--- src/hdl/lru_page_replacement_assert.svh ---
// Assertion macros shared by the LRU page replacement RTL.
// Each macro expects signals named clk and rst_n in the including module.
`ifndef LRU_PAGE_REPLACEMENT_ASSERT_SVH
`define LRU_PAGE_REPLACEMENT_ASSERT_SVH

// Same-cycle implication, checked outside reset.
`define LRU_ASSERT_NOW(label, ante, cons, msg) \
    label: assert property (@(posedge clk) disable iff (!rst_n) (ante) |-> (cons)) \
        else $error(msg);

// Next-cycle implication, checked outside reset.
`define LRU_ASSERT_NEXT(label, ante, cons, msg) \
    label: assert property (@(posedge clk) disable iff (!rst_n) (ante) |=> (cons)) \
        else $error(msg);

`endif

--- src/hdl/lru_pkg.sv ---
// Package for the LRU page replacement block: sequencer states, the control
// bundle from the sequencer to the datapath, and fixed port widths. No dependencies.
`default_nettype none

package lru_pkg;

    localparam int PAGE_IN_W   = 20;
    localparam int IN_TDATA_W  = 24;
    localparam int OUT_TDATA_W = 56;
    localparam int OUT_TUSER_W = 2;
    localparam int FIDX_W      = 3;
    localparam int TOTAL_W     = 16;
    localparam int CFG_W       = 4;
    localparam logic [CFG_W-1:0] CFG_RESET = 4'd4;

    typedef enum logic [2:0] {
        ST_IDLE,
        ST_SCAN,
        ST_DECIDE,
        ST_TOUCH,
        ST_DONE
    } lru_state_t;

    typedef struct packed {
        logic accept;       // item taken this cycle
        logic scan_issue;   // frame table read issued
        logic scan_data;    // frame table read data present
        logic decide;       // hit/fill/evict choice made this cycle
        logic touch_issue;  // rank read issued
        logic touch_data;   // rank read data present, write back
        logic load_out;     // result moves to the output register
    } lru_ctrl_t;

endpackage

`default_nettype wire

--- src/hdl/lru_ram.sv ---
// Generic single-write, single-read RAM with registered read data.
// No dependencies; contents are undefined until written.
`default_nettype none

module lru_ram #(
    parameter int WIDTH = 8,
    parameter int DEPTH = 8
) (
    input  wire logic                                  clk,
    input  wire logic                                  we,
    input  wire logic [((DEPTH > 1) ? $clog2(DEPTH) : 1)-1:0] waddr,
    input  wire logic [WIDTH-1:0]                      wdata,
    input  wire logic [((DEPTH > 1) ? $clog2(DEPTH) : 1)-1:0] raddr,
    output logic      [WIDTH-1:0]                      rdata
);

    logic [WIDTH-1:0] mem [DEPTH];

    always_ff @(posedge clk)
    begin
        if (we)
        begin
            mem[waddr] <= wdata;
        end
        rdata <= mem[raddr];
    end

endmodule

`default_nettype wire

--- src/hdl/lru_ctrl.sv ---
// Sequencer for the LRU page replacement block: walks the frames once to
// search and once to update ranks. Depends on lru_pkg and the assertion header.
`default_nettype none

`include "lru_page_replacement_assert.svh"

module lru_ctrl #(
    parameter int MAX_FRAMES = 8
) (
    input  wire logic                                     clk,
    input  wire logic                                     rst_n,
    input  wire logic                                     in_valid,
    output logic                                          in_ready,
    input  wire logic                                     out_busy,
    input  wire logic [$clog2(MAX_FRAMES+1)-1:0]          n,
    output lru_pkg::lru_ctrl_t                            ctrl,
    output logic [((MAX_FRAMES > 1) ? $clog2(MAX_FRAMES) : 1)-1:0] issue_idx,
    output logic [((MAX_FRAMES > 1) ? $clog2(MAX_FRAMES) : 1)-1:0] data_idx
);
    import lru_pkg::*;

    localparam int IDX_W = (MAX_FRAMES > 1) ? $clog2(MAX_FRAMES) : 1;
    localparam int CNT_W = $clog2(MAX_FRAMES + 1);

    lru_state_t       state_reg, state_next;
    logic [CNT_W-1:0] cnt_reg, cnt_next;
    logic [IDX_W-1:0] didx_reg, didx_next;

    always_ff @(posedge clk or negedge rst_n)
    begin
        if (!rst_n)
        begin
            state_reg <= ST_IDLE;
            cnt_reg   <= '0;
            didx_reg  <= '0;
        end
        else
        begin
            state_reg <= state_next;
            cnt_reg   <= cnt_next;
            didx_reg  <= didx_next;
        end
    end

    always_comb
    begin
        state_next = state_reg;
        cnt_next   = cnt_reg;
        didx_next  = didx_reg;
        ctrl       = '0;
        in_ready   = 1'b0;
        case (state_reg)
            ST_IDLE:
            begin
                in_ready = 1'b1;
                if (in_valid)
                begin
                    ctrl.accept = 1'b1;
                    cnt_next    = '0;
                    state_next  = ST_SCAN;
                end
            end
            ST_SCAN, ST_TOUCH:
            begin
                if (state_reg == ST_SCAN)
                begin
                    ctrl.scan_issue = (cnt_reg < n);
                    ctrl.scan_data  = (cnt_reg != '0);
                end
                else
                begin
                    ctrl.touch_issue = (cnt_reg < n);
                    ctrl.touch_data  = (cnt_reg != '0);
                end
                didx_next = cnt_reg[IDX_W-1:0];
                if (cnt_reg == n)
                begin
                    cnt_next   = '0;
                    state_next = (state_reg == ST_SCAN) ? ST_DECIDE : ST_DONE;
                end
                else
                begin
                    cnt_next = cnt_reg + 1'b1;
                end
            end
            ST_DECIDE:
            begin
                ctrl.decide = 1'b1;
                cnt_next    = '0;
                state_next  = ST_TOUCH;
            end
            ST_DONE:
            begin
                if (!out_busy)
                begin
                    ctrl.load_out = 1'b1;
                    state_next    = ST_IDLE;
                end
            end
            default:
            begin
                state_next = ST_IDLE;
            end
        endcase
    end

    assign issue_idx = cnt_reg[IDX_W-1:0];
    assign data_idx  = didx_reg;

    `LRU_ASSERT_NOW(a_cnt_range, (state_reg == ST_SCAN) || (state_reg == ST_TOUCH), cnt_reg <= n, "frame counter ran past the active frame count")
    `LRU_ASSERT_NEXT(a_accept_scan, in_valid && in_ready, (state_reg == ST_SCAN) && (cnt_reg == '0), "accepted item did not start a search from frame zero")
    `LRU_ASSERT_NEXT(a_decide_touch, ctrl.decide, (state_reg == ST_TOUCH) && (cnt_reg == '0), "rank update did not follow the decision")

endmodule

`default_nettype wire

--- src/hdl/lru_page_replacement.sv ---
// LRU page replacement block, top level.
// Channels: s_axis takes one page reference per item; tdata[19:0] holds the
// page number and tuser[0] the start-of-run flag, which clears every frame and
// both totals before the reference is looked up. m_axis gives one result per
// item: tuser[0] hit, tuser[1] eviction, tdata carries the frame, the evicted
// page and the saturating hit and fault totals. cfg_we/cfg_wdata set the
// number of frames in use (0 acts as 1, values above MAX_FRAMES as MAX_FRAMES);
// write it only while the block is idle.
// Flow: one item is in flight at a time; a new item is accepted only once the
// previous result has moved to the output register. The pace is set by the
// single read port of the frame and rank tables: one pass reads every frame to
// search it, and a second pass rewrites every rank.
// Reset empties all frames, zeroes the totals and sets four frames in use.
// If the receiver stalls, the finished result waits in the output register and
// the next item is still accepted and processed; its result waits in turn until
// the output register frees up.
`default_nettype none

`include "lru_page_replacement_assert.svh"

module lru_page_replacement #(
    parameter int MAX_FRAMES = 8,
    parameter int PAGE_BITS  = 20
) (
    input  wire logic                               clk,
    input  wire logic                               rst_n,
    // Configuration: frames_in_use
    input  wire logic                               cfg_we,
    input  wire logic [lru_pkg::CFG_W-1:0]          cfg_wdata,
    // Input stream
    input  wire logic                               s_axis_tvalid,
    output logic                                    s_axis_tready,
    input  wire logic [lru_pkg::IN_TDATA_W-1:0]     s_axis_tdata,  // [19:0] page_number, rest zero
    input  wire logic [0:0]                         s_axis_tuser,  // [0] start_run
    // Result stream
    output logic                                    m_axis_tvalid,
    input  wire logic                               m_axis_tready,
    // [2:0] frame_index, [22:3] evicted_page, [38:23] hit_total, [54:39] fault_total
    output logic [lru_pkg::OUT_TDATA_W-1:0]         m_axis_tdata,
    output logic [lru_pkg::OUT_TUSER_W-1:0]         m_axis_tuser   // [0] is_hit, [1] evicted_valid
);
    import lru_pkg::*;

    localparam int IDX_W  = (MAX_FRAMES > 1) ? $clog2(MAX_FRAMES) : 1;
    localparam int CNT_W  = $clog2(MAX_FRAMES + 1);
    localparam int RANK_W = IDX_W;
    localparam logic [RANK_W-1:0] RANK_TOP = RANK_W'(MAX_FRAMES - 1);

    // Configuration and active frame count.
    logic [CFG_W-1:0]  frames_reg;
    logic [CNT_W-1:0]  n_act;

    // Control.
    lru_ctrl_t         ctrl;
    logic [IDX_W-1:0]  issue_idx, data_idx;
    logic              out_busy;

    // Frame state.
    logic [MAX_FRAMES-1:0] valid_reg;
    logic [TOTAL_W-1:0]    hit_total_reg, fault_total_reg;
    logic [PAGE_BITS-1:0]  page_rd;
    logic [RANK_W-1:0]     rank_rd, rank_new;
    logic                  valid_k;

    // Per-item working registers.
    logic [PAGE_BITS-1:0]  page_reg;
    logic                  hit_found_reg, empty_found_reg;
    logic [IDX_W-1:0]      hit_idx_reg, empty_idx_reg, vic_idx_reg, f_reg;
    logic [RANK_W-1:0]     hit_rank_reg, vic_rank_reg, old_rank_reg;
    logic [PAGE_BITS-1:0]  vic_page_reg;
    logic                  old_inf_reg, evict_reg;
    logic [PAGE_IN_W-1:0]  ev_page_reg;
    logic [IDX_W-1:0]      f_sel;

    // Shared rank comparator: victim search during the scan, recency test
    // during the rank update.
    logic [RANK_W-1:0]     cmp_a, cmp_b;
    logic                  cmp_gt;

    // Output register.
    logic                   out_valid_reg;
    logic [OUT_TDATA_W-1:0] out_data_reg;
    logic [OUT_TUSER_W-1:0] out_user_reg;

    always_comb
    begin
        if (frames_reg == '0)
        begin
            n_act = CNT_W'(1);
        end
        else if (32'(frames_reg) > 32'(MAX_FRAMES))
        begin
            n_act = CNT_W'(MAX_FRAMES);
        end
        else
        begin
            n_act = CNT_W'(frames_reg);
        end
    end

    assign out_busy = out_valid_reg && !m_axis_tready;

    lru_ctrl #(
        .MAX_FRAMES (MAX_FRAMES)
    ) u_ctrl (
        .clk       (clk),
        .rst_n     (rst_n),
        .in_valid  (s_axis_tvalid),
        .in_ready  (s_axis_tready),
        .out_busy  (out_busy),
        .n         (n_act),
        .ctrl      (ctrl),
        .issue_idx (issue_idx),
        .data_idx  (data_idx)
    );

    // Page held by each frame; only frames marked valid are ever trusted.
    lru_ram #(
        .WIDTH (PAGE_BITS),
        .DEPTH (MAX_FRAMES)
    ) u_page_ram (
        .clk   (clk),
        .we    (ctrl.decide && !hit_found_reg),
        .waddr (f_sel),
        .wdata (page_reg),
        .raddr (issue_idx),
        .rdata (page_rd)
    );

    // Recency rank of each frame; a frame gets rank zero when it becomes valid,
    // so ranks of empty frames never matter.
    lru_ram #(
        .WIDTH (RANK_W),
        .DEPTH (MAX_FRAMES)
    ) u_rank_ram (
        .clk   (clk),
        .we    (ctrl.touch_data),
        .waddr (data_idx),
        .wdata (rank_new),
        .raddr (issue_idx),
        .rdata (rank_rd)
    );

    assign valid_k = valid_reg[data_idx];

    always_comb
    begin
        if (ctrl.touch_data)
        begin
            cmp_a = old_rank_reg;
            cmp_b = rank_rd;
        end
        else
        begin
            cmp_a = rank_rd;
            cmp_b = vic_rank_reg;
        end
        cmp_gt = (cmp_a > cmp_b);
    end

    // A hit takes the matching frame, a fault the first empty frame, else the
    // oldest frame found by the scan.
    always_comb
    begin
        if (hit_found_reg)
        begin
            f_sel = hit_idx_reg;
        end
        else if (empty_found_reg)
        begin
            f_sel = empty_idx_reg;
        end
        else
        begin
            f_sel = vic_idx_reg;
        end
    end

    // Frames younger than the used frame age by one, saturating at the top
    // rank; a freshly filled frame counts as older than every other frame.
    always_comb
    begin
        rank_new = rank_rd;
        if (data_idx == f_reg)
        begin
            rank_new = '0;
        end
        else if (valid_k && (old_inf_reg || cmp_gt) && (rank_rd != RANK_TOP))
        begin
            rank_new = rank_rd + 1'b1;
        end
    end

    // Control state: configuration, valid bits, totals, output valid.
    always_ff @(posedge clk or negedge rst_n)
    begin
        if (!rst_n)
        begin
            frames_reg      <= CFG_RESET;
            valid_reg       <= '0;
            hit_total_reg   <= '0;
            fault_total_reg <= '0;
            out_valid_reg   <= 1'b0;
        end
        else
        begin
            if (cfg_we)
            begin
                frames_reg <= cfg_wdata;
            end
            if (ctrl.accept && s_axis_tuser[0])
            begin
                valid_reg       <= '0;
                hit_total_reg   <= '0;
                fault_total_reg <= '0;
            end
            if (ctrl.decide)
            begin
                valid_reg[f_sel] <= 1'b1;
                if (hit_found_reg)
                begin
                    if (hit_total_reg != '1)
                    begin
                        hit_total_reg <= hit_total_reg + 1'b1;
                    end
                end
                else if (fault_total_reg != '1)
                begin
                    fault_total_reg <= fault_total_reg + 1'b1;
                end
            end
            if (ctrl.load_out)
            begin
                out_valid_reg <= 1'b1;
            end
            else if (m_axis_tready)
            begin
                out_valid_reg <= 1'b0;
            end
        end
    end

    // Working registers of the item in flight and the output payload.
    always_ff @(posedge clk)
    begin
        if (ctrl.accept)
        begin
            page_reg        <= PAGE_BITS'(s_axis_tdata[PAGE_IN_W-1:0]);
            hit_found_reg   <= 1'b0;
            empty_found_reg <= 1'b0;
        end
        if (ctrl.scan_data)
        begin
            if (valid_k && (page_rd == page_reg) && !hit_found_reg)
            begin
                hit_found_reg <= 1'b1;
                hit_idx_reg   <= data_idx;
                hit_rank_reg  <= rank_rd;
            end
            if (!valid_k && !empty_found_reg)
            begin
                empty_found_reg <= 1'b1;
                empty_idx_reg   <= data_idx;
            end
            if ((data_idx == '0) || cmp_gt)
            begin
                vic_idx_reg  <= data_idx;
                vic_rank_reg <= rank_rd;
                vic_page_reg <= page_rd;
            end
        end
        if (ctrl.decide)
        begin
            f_reg        <= f_sel;
            old_rank_reg <= hit_found_reg ? hit_rank_reg : vic_rank_reg;
            old_inf_reg  <= !hit_found_reg && empty_found_reg;
            evict_reg    <= !hit_found_reg && !empty_found_reg;
            if (!hit_found_reg && !empty_found_reg)
            begin
                ev_page_reg <= PAGE_IN_W'(vic_page_reg);
            end
            else
            begin
                ev_page_reg <= '0;
            end
        end
        if (ctrl.load_out)
        begin
            out_data_reg <= {1'b0, fault_total_reg, hit_total_reg, ev_page_reg,
                             FIDX_W'(f_reg)};
            out_user_reg <= {evict_reg, hit_found_reg};
        end
    end

    assign m_axis_tvalid = out_valid_reg;
    assign m_axis_tdata  = out_data_reg;
    assign m_axis_tuser  = out_user_reg;

    `LRU_ASSERT_NOW(a_hit_no_evict, m_axis_tvalid, !(m_axis_tuser[0] && m_axis_tuser[1]), "result reports both a hit and an eviction")
    `LRU_ASSERT_NEXT(a_used_frame_valid, ctrl.decide, valid_reg[f_reg], "frame chosen for the reference is not marked valid")
    `LRU_ASSERT_NOW(a_issue_range, ctrl.scan_issue || ctrl.touch_issue, CNT_W'(issue_idx) < n_act, "table read past the active frames")

endmodule

`default_nettype wire
--- config.mk ---
export PLATFORM = sky130hd
export DESIGN_NAME = lru_page_replacement
export DESIGN_NICKNAME = d
export VERILOG_FILES = /design/src/hdl/lru_pkg.sv /design/src/hdl/lru_ram.sv /design/src/hdl/lru_ctrl.sv /design/src/hdl/lru_page_replacement.sv
export VERILOG_INCLUDE_DIRS = /design/src /design/src/hdl
export SDC_FILE = /design/constraint.sdc
export NUM_CORES = 1
export LEC_CHECK = 0
export BUFFER_PORTS_ARGS = -buffer_cell sky130_fd_sc_hd__buf_2
export CAP_MARGIN = 20
export CORE_ASPECT_RATIO = 1.25
export CORE_MARGIN = 2
export CORE_UTILIZATION = 35
export CTS_BUF_LIST = sky130_fd_sc_hd__clkbuf_16
export DETAILED_ROUTE_END_ITERATION = 6
export PLACE_DENSITY = 0.49
export REMOVE_ABC_BUFFERS = 1
export SLEW_MARGIN = 40
export SYNTH_ARGS = -nofsm -noshare
export SYNTH_HDL_FRONTEND = slang
export SYNTH_SLANG_ARGS = --single-unit
--- constraint.sdc ---
create_clock -name clk -period 4.9 [get_ports clk]
set_input_delay 0.49 -clock clk [delete_from_list [all_inputs] [get_ports clk]]
set_output_delay 0.49 -clock clk [all_outputs]
set_load 0.05 [all_outputs]
==> Word level (Yosys, flattened, before mapping) <==
Memory sizes are Yosys's and may differ from the RTL's. A register that Yosys moved wholly into a read port is not among the register bits.
Index checks and enable logic that the tools add are counted.
{ "word_totals": {"output_inout_bits": 60, "ramBits": 184, "regBits": 197, "memories": 2} }
{ "memory_table": {"columns": ["memory", "words", "word_bits", "rd", "rd_ports_with_merged_regs", "wr", "line_no", "rtl"], "rows": [
  ["u_page_ram.mem", 8, 20, 1, 1, 1, "lru_ram.sv:17", "logic [WIDTH-1:0] mem [DEPTH];"],
  ["u_rank_ram.mem", 8, 3, 1, 1, 1, "lru_ram.sv:17", null]
]} }
{ "op_classes": {"n_reduce_logical": 29, "n_eq_ne": 13, "mux": 53, "order_cmp": 5, "bitwise_logic": 1, "n_addsub": 4} }
{ "op_table": {"columns": ["operator", "count"], "rows": [
  ["$mux W16", 8],
  ["$mux W3", 11],
  ["$add A16 B1 Y16 const B", 2],
  ["$ne A16 B16 Y1 const B", 2],
  ["$mux W1", 24],
  ["$eq A20 B20 Y1", 1],
  ["$mux W4", 4],
  ["$mux W8", 2],
  ["$pmux W3 S4", 1],
  ["$pmux W4 S3", 1],
  ["$logic_and A1 B1 Y1", 11],
  ["$lt A3 B4 Y1 const B", 2],
  ["$or A8 B8 Y8", 1],
  ["$reduce_and A2 Y1", 4],
  ["$eq A3 B2 Y1 const B", 2],
  ["$logic_not A3 Y1", 2],
  ["$add A4 B1 Y4 const B", 1],
  ["$eq A4 B4 Y1", 1],
  ["$gt A4 B4 Y1 const B", 1],
  ["$logic_not A1 Y1", 4],
  ["$logic_not A4 Y1", 1],
  ["$ne A2 B2 Y1 const B", 2],
  ["$reduce_bool A4 Y1", 1],
  ["$add A3 B1 Y3 const B", 1],
  ["other kinds (14)", 15]
]} }

==> Longest topological paths before layout <==
{ "depth": {"ltp_word": 10, "ltp_mapped": 14, "depth_no_buf": 11} }

==> Modules after synthesis <==
A second synthesis with hierarchy kept.
{ "unflattened": {"hier_cells": 899, "hier_area_um2": 15773.9} }
{ "by_module_without_submodules": {"columns": ["mod", "area_per_inst_um2", "seq_area_each_um2", "cells_per_inst", "instances"], "rows": [
  ["lru_page_replacement", 7433.4, 5371.4, 514, 1],
  ["lru_ram (u_page_ram)", 6612.6, 5205.0, 264, 1],
  ["lru_ram (u_rank_ram)", 1042.2, 780.7, 50, 1],
  ["lru_ctrl", 685.7, 250.2, 71, 1]
]} }

==> Least setup slack after synthesis <==
Ideal clock, no wire load.
{ "synth_timing": {"kind": "register to register", "from": "register u_ctrl.cnt_reg[0]", "to": "register vic_idx_reg[0], enable pin", "slack_ps": 711, "path_stages_with_launch": 14, "arrival_time_ps": 3780, "setup_ps": 409, "period_less_slack_ps": 4189, "required_time_ps": 4491, "cell_sequence": "dfrtp_1 clkbuf_1 clkbuf_1 inv_1 ha_1 nor3b_1 nor2_2 mux2_2 ha_1 nor2b_1 o21ai_0 nand2b_1 a21oi_1 nor2_1"} }
{ "synth_via": {"elab_chain_len": 7, "elab_cells_between_ends": 10} }
{ "synth_lines": {"columns": ["item", "line_no", "rtl"], "rows": [
  ["start, declared", "lru_ctrl.sv:26", "logic [CNT_W-1:0] cnt_reg, cnt_next;"],
  ["start signal, assigned", "lru_ctrl.sv:40", "cnt_reg <= cnt_next;"],
  ["$reduce_bool A4 Y1 (*)", "lru_ctrl.sv:68, lru_ctrl.sv:73", null],
  ["$mux W1", "lru_ctrl.sv:65", "if (state_reg == ST_SCAN)"],
  ["$mux W1", "lru_ctrl.sv:52", "case (state_reg)"],
  ["$mux W3", "lru_page_replacement.sv:148", "if (ctrl.touch_data)"],
  ["$gt A3 B3 Y1", "lru_page_replacement.sv:158", "cmp_gt = (cmp_a > cmp_b);"],
  ["$logic_or A1 B1 Y1", "lru_page_replacement.sv:265", "if ((data_idx == '0) || cmp_gt)"],
  ["$reduce_and A2 Y1 (no line) (*)", null, null],
  ["end signal, assigned", "lru_page_replacement.sv:267", "vic_idx_reg <= data_idx;"],
  ["end, declared", "lru_page_replacement.sv:68", "logic [IDX_W-1:0] hit_idx_reg, empty_idx_reg, vic_idx_reg, f_reg;"]
]} }
Mark *: on every way between the ends. The rest lies on a longest branch, timed or not.
A chain may end at the register's enable or synchronous reset.

==> Final worst setup path <==
{ "layout_timing": {"from": "register u_ctrl.state_reg[0]", "to": "memory u_rank_ram.mem[2][0] (netlist bit), data pin"} }
{ "layout_via": {"elab_chain_len": 10, "elab_cells_between_ends": 13} }
{ "layout_lines": {"columns": ["item", "line_no", "rtl"], "rows": [
  ["start, declared", "lru_ctrl.sv:25", "lru_state_t state_reg, state_next;"],
  ["start signal, assigned", "lru_ctrl.sv:39", "state_reg <= state_next;"],
  ["$eq A3 B1 Y1 or $eq A3 B2 Y1 (tied branches)", "lru_ctrl.sv:52, lru_ctrl.sv:65", null],
  ["$mux W1 or $reduce_or A2 Y1 (tied branches)", "lru_ctrl.sv:65, lru_ctrl.sv:52", null],
  ["$mux W1 (*)", "lru_ctrl.sv:52", null],
  ["$mux W3", "lru_page_replacement.sv:148", null],
  ["$gt A3 B3 Y1 (*)", "lru_page_replacement.sv:158", null],
  ["$logic_or A1 B1 Y1 (*)", "lru_page_replacement.sv:188", "else if (valid_k && (old_inf_reg || cmp_gt) && (rank_rd != RANK_TOP))"],
  ["$logic_and A1 B1 Y1 (*) (2 in series)", "lru_page_replacement.sv:188", null],
  ["$mux W3 (*)", "lru_page_replacement.sv:188", null],
  ["$mux W3 (*)", "lru_page_replacement.sv:184", "if (data_idx == f_reg)"],
  ["named net rank_new[0]", "lru_page_replacement.sv:62", "logic [RANK_W-1:0] rank_rd, rank_new;"],
  ["end, declared", "lru_ram.sv:17", null]
]} }
The timed path passes the listed nets; every way through them passes the cells marked *.

==> results.json <==
{
  "outcome": "finished with violations",
  "violations": "hold timing",
  "detail_route.first_pass.iterations": 4,
  "grt_pass1_vias": 8183,
  "viasPerCell": 4.886,
  "timing.hold.worst.class": "primary input to asynchronous set/reset pin",
  "n_antenna_cell": 0,
  "count_of_different_cell_masters_after_synthesis": 59,
  "routabilityCongestion": 0.7538,
  "htreeDepth": 2,
  "critical-path-slowest-cell": "sky130_fd_sc_hd__dfrtp_1",
  "fillCellCount": 3929,
  "floorplan.initialDensity_pct": 35.27,
  "synth-edff-count": 324,
  "drv.max_cap_violation_count": 0,
  "maxSlewViolCount": 0,
  "share_of_flip_flops_with_an_asynchronous_set_or_reset_pct": 13.61,
  "cts.clk_slew.worst_paths_ns": 0.06,
  "finalCoreUtilization_pct": 41.38,
  "die-width_um": 191.9,
  "floorplan.core_area_um2": 43790,
  "max_slew.worst_pin.slew_ns": 0.7246,
  "sum_neg_setup_slack_ns": 0,
  "yosys_warnings": 0,
  "post-place-cells": 1516,
  "numCtsBuffers": 43,
  "flip_flop_count_of_the_largest_register_after_layout": 160,
  "crit_type": "register to register",
  "whs_ns": -0.001409,
  "crit_top_cell": "sky130_fd_sc_hd__nor2b_1",
  "area_growth_syn_to_layout_pct": 17.32,
  "crit_fanout": 10,
  "finalClockSkew_ns": 0.01668,
  "timing.final.crit_period_ns": 3.811,
  "power.density_cell_area_nw_per_um2": 583.2,
  "num_io_pins": 94,
  "critical_path.cell_chain": "nor2b_1, nand2_1, nor2_2, mux2_2, ha_1, nor2b_1, o21ai_0, nand2b_1, o2111ai_1, mux2i_1",
  "clock_insertion_delay_worst_skew_ns": 0.55,
  "synthesis.area_um2": 15450,
  "slew-limit-headroom_pct": 51.32,
  "timing.critical_path.arrival_ns": 4.07,
  "cts.sinks": 404,
  "clock_path_buffers": 3,
  "final.period_utilization_pct": 77.78,
  "timing.critical_path.slowest_cell_delay_ns": 0.59,
  "cts_tree": "done",
  "cp_data_required_time_ns": 5.16,
  "final_nets": 1035,
  "detail_route.wl_per_cell_um": 19.58,
  "routed_wirelength_mm": 31.31,
  "grt_total_usage_pct": 14.11,
  "hold_buffers": 0,
  "largest_net_degree_at_the_start_of_global_routing": 56,
  "synthesized_area_per_cell_um2": 17.67,
  "drive_above_1_share_pct": 27.36,
  "gr-total-overflow": 0,
  "buffer_ports.inserted": 88,
  "worst_r2r_path_depth": 10,
  "placement.setup.worst_slack_ns": 1.124,
  "seq_area_frac_synth_pct": 75.14,
  "finalHoldViolations": 2,
  "timing.final.ws_setup_ns": 1.089,
  "syn_inst": 874,
  "top_register": "u_page_ram.mem",
  "chipHeight_um": 238.9,
  "cts_repair_resize_count": 0,
  "dominantRegCellSynth": "sky130_fd_sc_hd__edfxtp_1",
  "cts.repair_timing.setup_buffer_count": 0,
  "vias": 7813,
  "floorplan.die_area_um2": 45840,
  "fmaxAchievable_mhz": 262.4,
  "dr.first_iter.drc_count": 405,
  "post-route-cell-area_um2": 18120,
  "vdd_ir_drop_max_mv": 0.3109,
  "num_rows": 86,
  "antenna_found_initial": 0,
  "finish.cell_count_without_fillers": 1599,
  "setup.worst_path.end_class": "register",
  "timing.final.setup_violations": 0,
  "grt_pass1_wl_mm": 48.65,
  "grt_setup_unrepaired": "false",
  "dpl-instance-area_um2": 16670,
  "cts-root-buf": "sky130_fd_sc_hd__clkbuf_16",
  "cellLeakagePower_nw": 6.293,
  "antenna_violating_nets_post_route": 0,
  "hpwl_mm": 19.25,
  "ys_ff_latch": 404,
  "critical_path_launch_point_type": "register",
  "detail_route.drc_violations": 0
}
-- final cells by class --
| class | instances | area, um^2 | area share, % |
|---|---|---|---|
| Tap cell | 572 | 715.7 | 3.949 |
| Clock buffer | 44 | 1101 | 6.076 |
| Inverter | 10 | 37.54 | 0.2071 |
| Sequential cell | 404 | 11610 | 64.08 |
| Multi-Input combinational cell | 427 | 3715 | 20.50 |
| Clock inverter | 36 | 277.8 | 1.533 |
| Timing Repair Buffer | 106 | 663.1 | 3.659 |
-- routing by layer --
layer	wire length [um]	track usage, %	part of all wire (%)	up-vias
met4	724	4.406	2.3	0
met2	16030	24.66	51	136
met5	0	0	0	-
li1	-	-	-	3616
met1	13460	17.85	43	4006
met3	1104	2.319	3.5	55
-- Yosys cell counts (6+ instances only) --
library cell	number	area [um^2]
sky130_fd_sc_hd__a21o_1	6	45.04
sky130_fd_sc_hd__xnor2_1	31	271.5
sky130_fd_sc_hd__nand3_1	29	145.1
sky130_fd_sc_hd__nand2b_1	8	50.05
sky130_fd_sc_hd__clkbuf_1	19	71.32
sky130_fd_sc_hd__nor2_1	37	138.9
sky130_fd_sc_hd__ha_1	9	112.6
sky130_fd_sc_hd__inv_1	10	37.54
sky130_fd_sc_hd__dfrtp_1	54	1351
sky130_fd_sc_hd__edfxtp_1	324	9729
sky130_fd_sc_hd__o21ai_0	26	130.1
sky130_fd_sc_hd__nand4_1	17	106.4
sky130_fd_sc_hd__mux2i_1	17	170.2
sky130_fd_sc_hd__dfxtp_1	25	500.5
sky130_fd_sc_hd__buf_2	9	45.04
sky130_fd_sc_hd__a21oi_1	8	40.04
sky130_fd_sc_hd__and2_1	23	143.9
sky130_fd_sc_hd__mux4_2	46	1036
sky130_fd_sc_hd__nand2_1	55	206.5
sky130_fd_sc_hd__mux2_2	37	416.7
sky130_fd_sc_hd__nor3_1	8	40.04
-- metrics by stage --
stage	power, mW	hold WS, ns
global route	11.18	0.03624
CTS	10.75	0.08063
finish	10.57	-0.001409
floorplan	6.701	0.1944
global placement	7.484	0.4035
detailed placement	7.534	0.4062
-- final timing paths --
path	startpoint	endpoint	slack, ns
setup / recovery	u_ctrl.state_reg[0]$_DFFE_PN0P_	u_rank_ram.mem[2][0]$_DFFE_PP_	1.09
hold / removal	rst_n	fault_total_reg[15]$_DFF_PN0_	-0.001
setup reg to reg	u_ctrl.state_reg[0]$_DFFE_PN0P_	u_rank_ram.mem[2][0]$_DFFE_PP_	1.09
hold reg to reg	ev_page_reg[13]$_SDFFCE_PN0P_	m_axis_tdata[16]$_DFFE_PP_	0.42
max in group asynchronous	rst_n	u_ctrl.cnt_reg[0]$_DFFE_PN0P_	4.45
min in group clk	s_axis_tdata[9]	page_reg[9]$_DFFE_PP_	0.11
-- worst max-delay path: cells and delay by family (launching register included) --
kind            cells  cell delay, ns
simple gates        5            1.06
mux                 2            0.97
compound gates      2            0.60
flops               1            0.59
fa+ha+maj           1            0.30
-- power by group --
part           internal (mW)  switching [mW]  leakage [nW]
Combinational          0.983            1.28          1.71
Clock                   1.84            1.32         0.717
Sequential              4.61           0.526          3.87
Total                   7.44            3.13          6.29
-- placed cells by master (no fill, tap or decap), types with 5 or more instances in the layout --
| cell type | synthesis | routed |
|---|---|---|
| sky130_fd_sc_hd__mux2i_1 | 17 | 17 |
| sky130_fd_sc_hd__mux2_2 | 37 | 37 |
| sky130_fd_sc_hd__edfxtp_1 | 324 | 324 |
| sky130_fd_sc_hd__nand4_1 | 17 | 17 |
| sky130_fd_sc_hd__nand2_1 | 55 | 55 |
| sky130_fd_sc_hd__buf_2 | 9 | 88 |
| sky130_fd_sc_hd__dfrtp_1 | 54 | 52 |
| sky130_fd_sc_hd__nand3_1 | 29 | 28 |
| sky130_fd_sc_hd__xor2_1 | 5 | 5 |
| sky130_fd_sc_hd__nor2_4 | 0 | 6 |
| sky130_fd_sc_hd__and2_1 | 23 | 23 |
| sky130_fd_sc_hd__o21ai_0 | 26 | 26 |
| sky130_fd_sc_hd__dfxtp_1 | 25 | 25 |
| sky130_fd_sc_hd__a21o_1 | 6 | 6 |
| sky130_fd_sc_hd__a21oi_1 | 8 | 8 |
| sky130_fd_sc_hd__mux4_2 | 46 | 46 |
| sky130_fd_sc_hd__nor2_1 | 37 | 28 |
| sky130_fd_sc_hd__xnor2_1 | 31 | 31 |
| sky130_fd_sc_hd__nor2_2 | 2 | 5 |
| sky130_fd_sc_hd__and4_1 | 5 | 5 |
| sky130_fd_sc_hd__clkbuf_16 | 0 | 45 |
| sky130_fd_sc_hd__ha_1 | 9 | 9 |
| sky130_fd_sc_hd__inv_1 | 10 | 19 |
| sky130_fd_sc_hd__nand2b_1 | 8 | 8 |
| sky130_fd_sc_hd__buf_4 | 1 | 9 |
| sky130_fd_sc_hd__clkinv_1 | 0 | 9 |
| sky130_fd_sc_hd__nor3_1 | 8 | 8 |
| sky130_fd_sc_hd__clkinv_2 | 0 | 9 |
-- cells by family (layout without fill, tap and decap cells) --
group	Yosys count	count (layout)	share of synthesized area, %
simple gates	217	217	7.719
flops	404	404	75.14
xor+xnor	36	36	2.041
mux	100	100	10.51
buf+inv	43	196	1.247
fa+ha+maj	9	9	0.7290
other cells	1	1	0.02428
compound gates	64	64	2.592
Note: power is estimated with default switching activity, not from simulation.
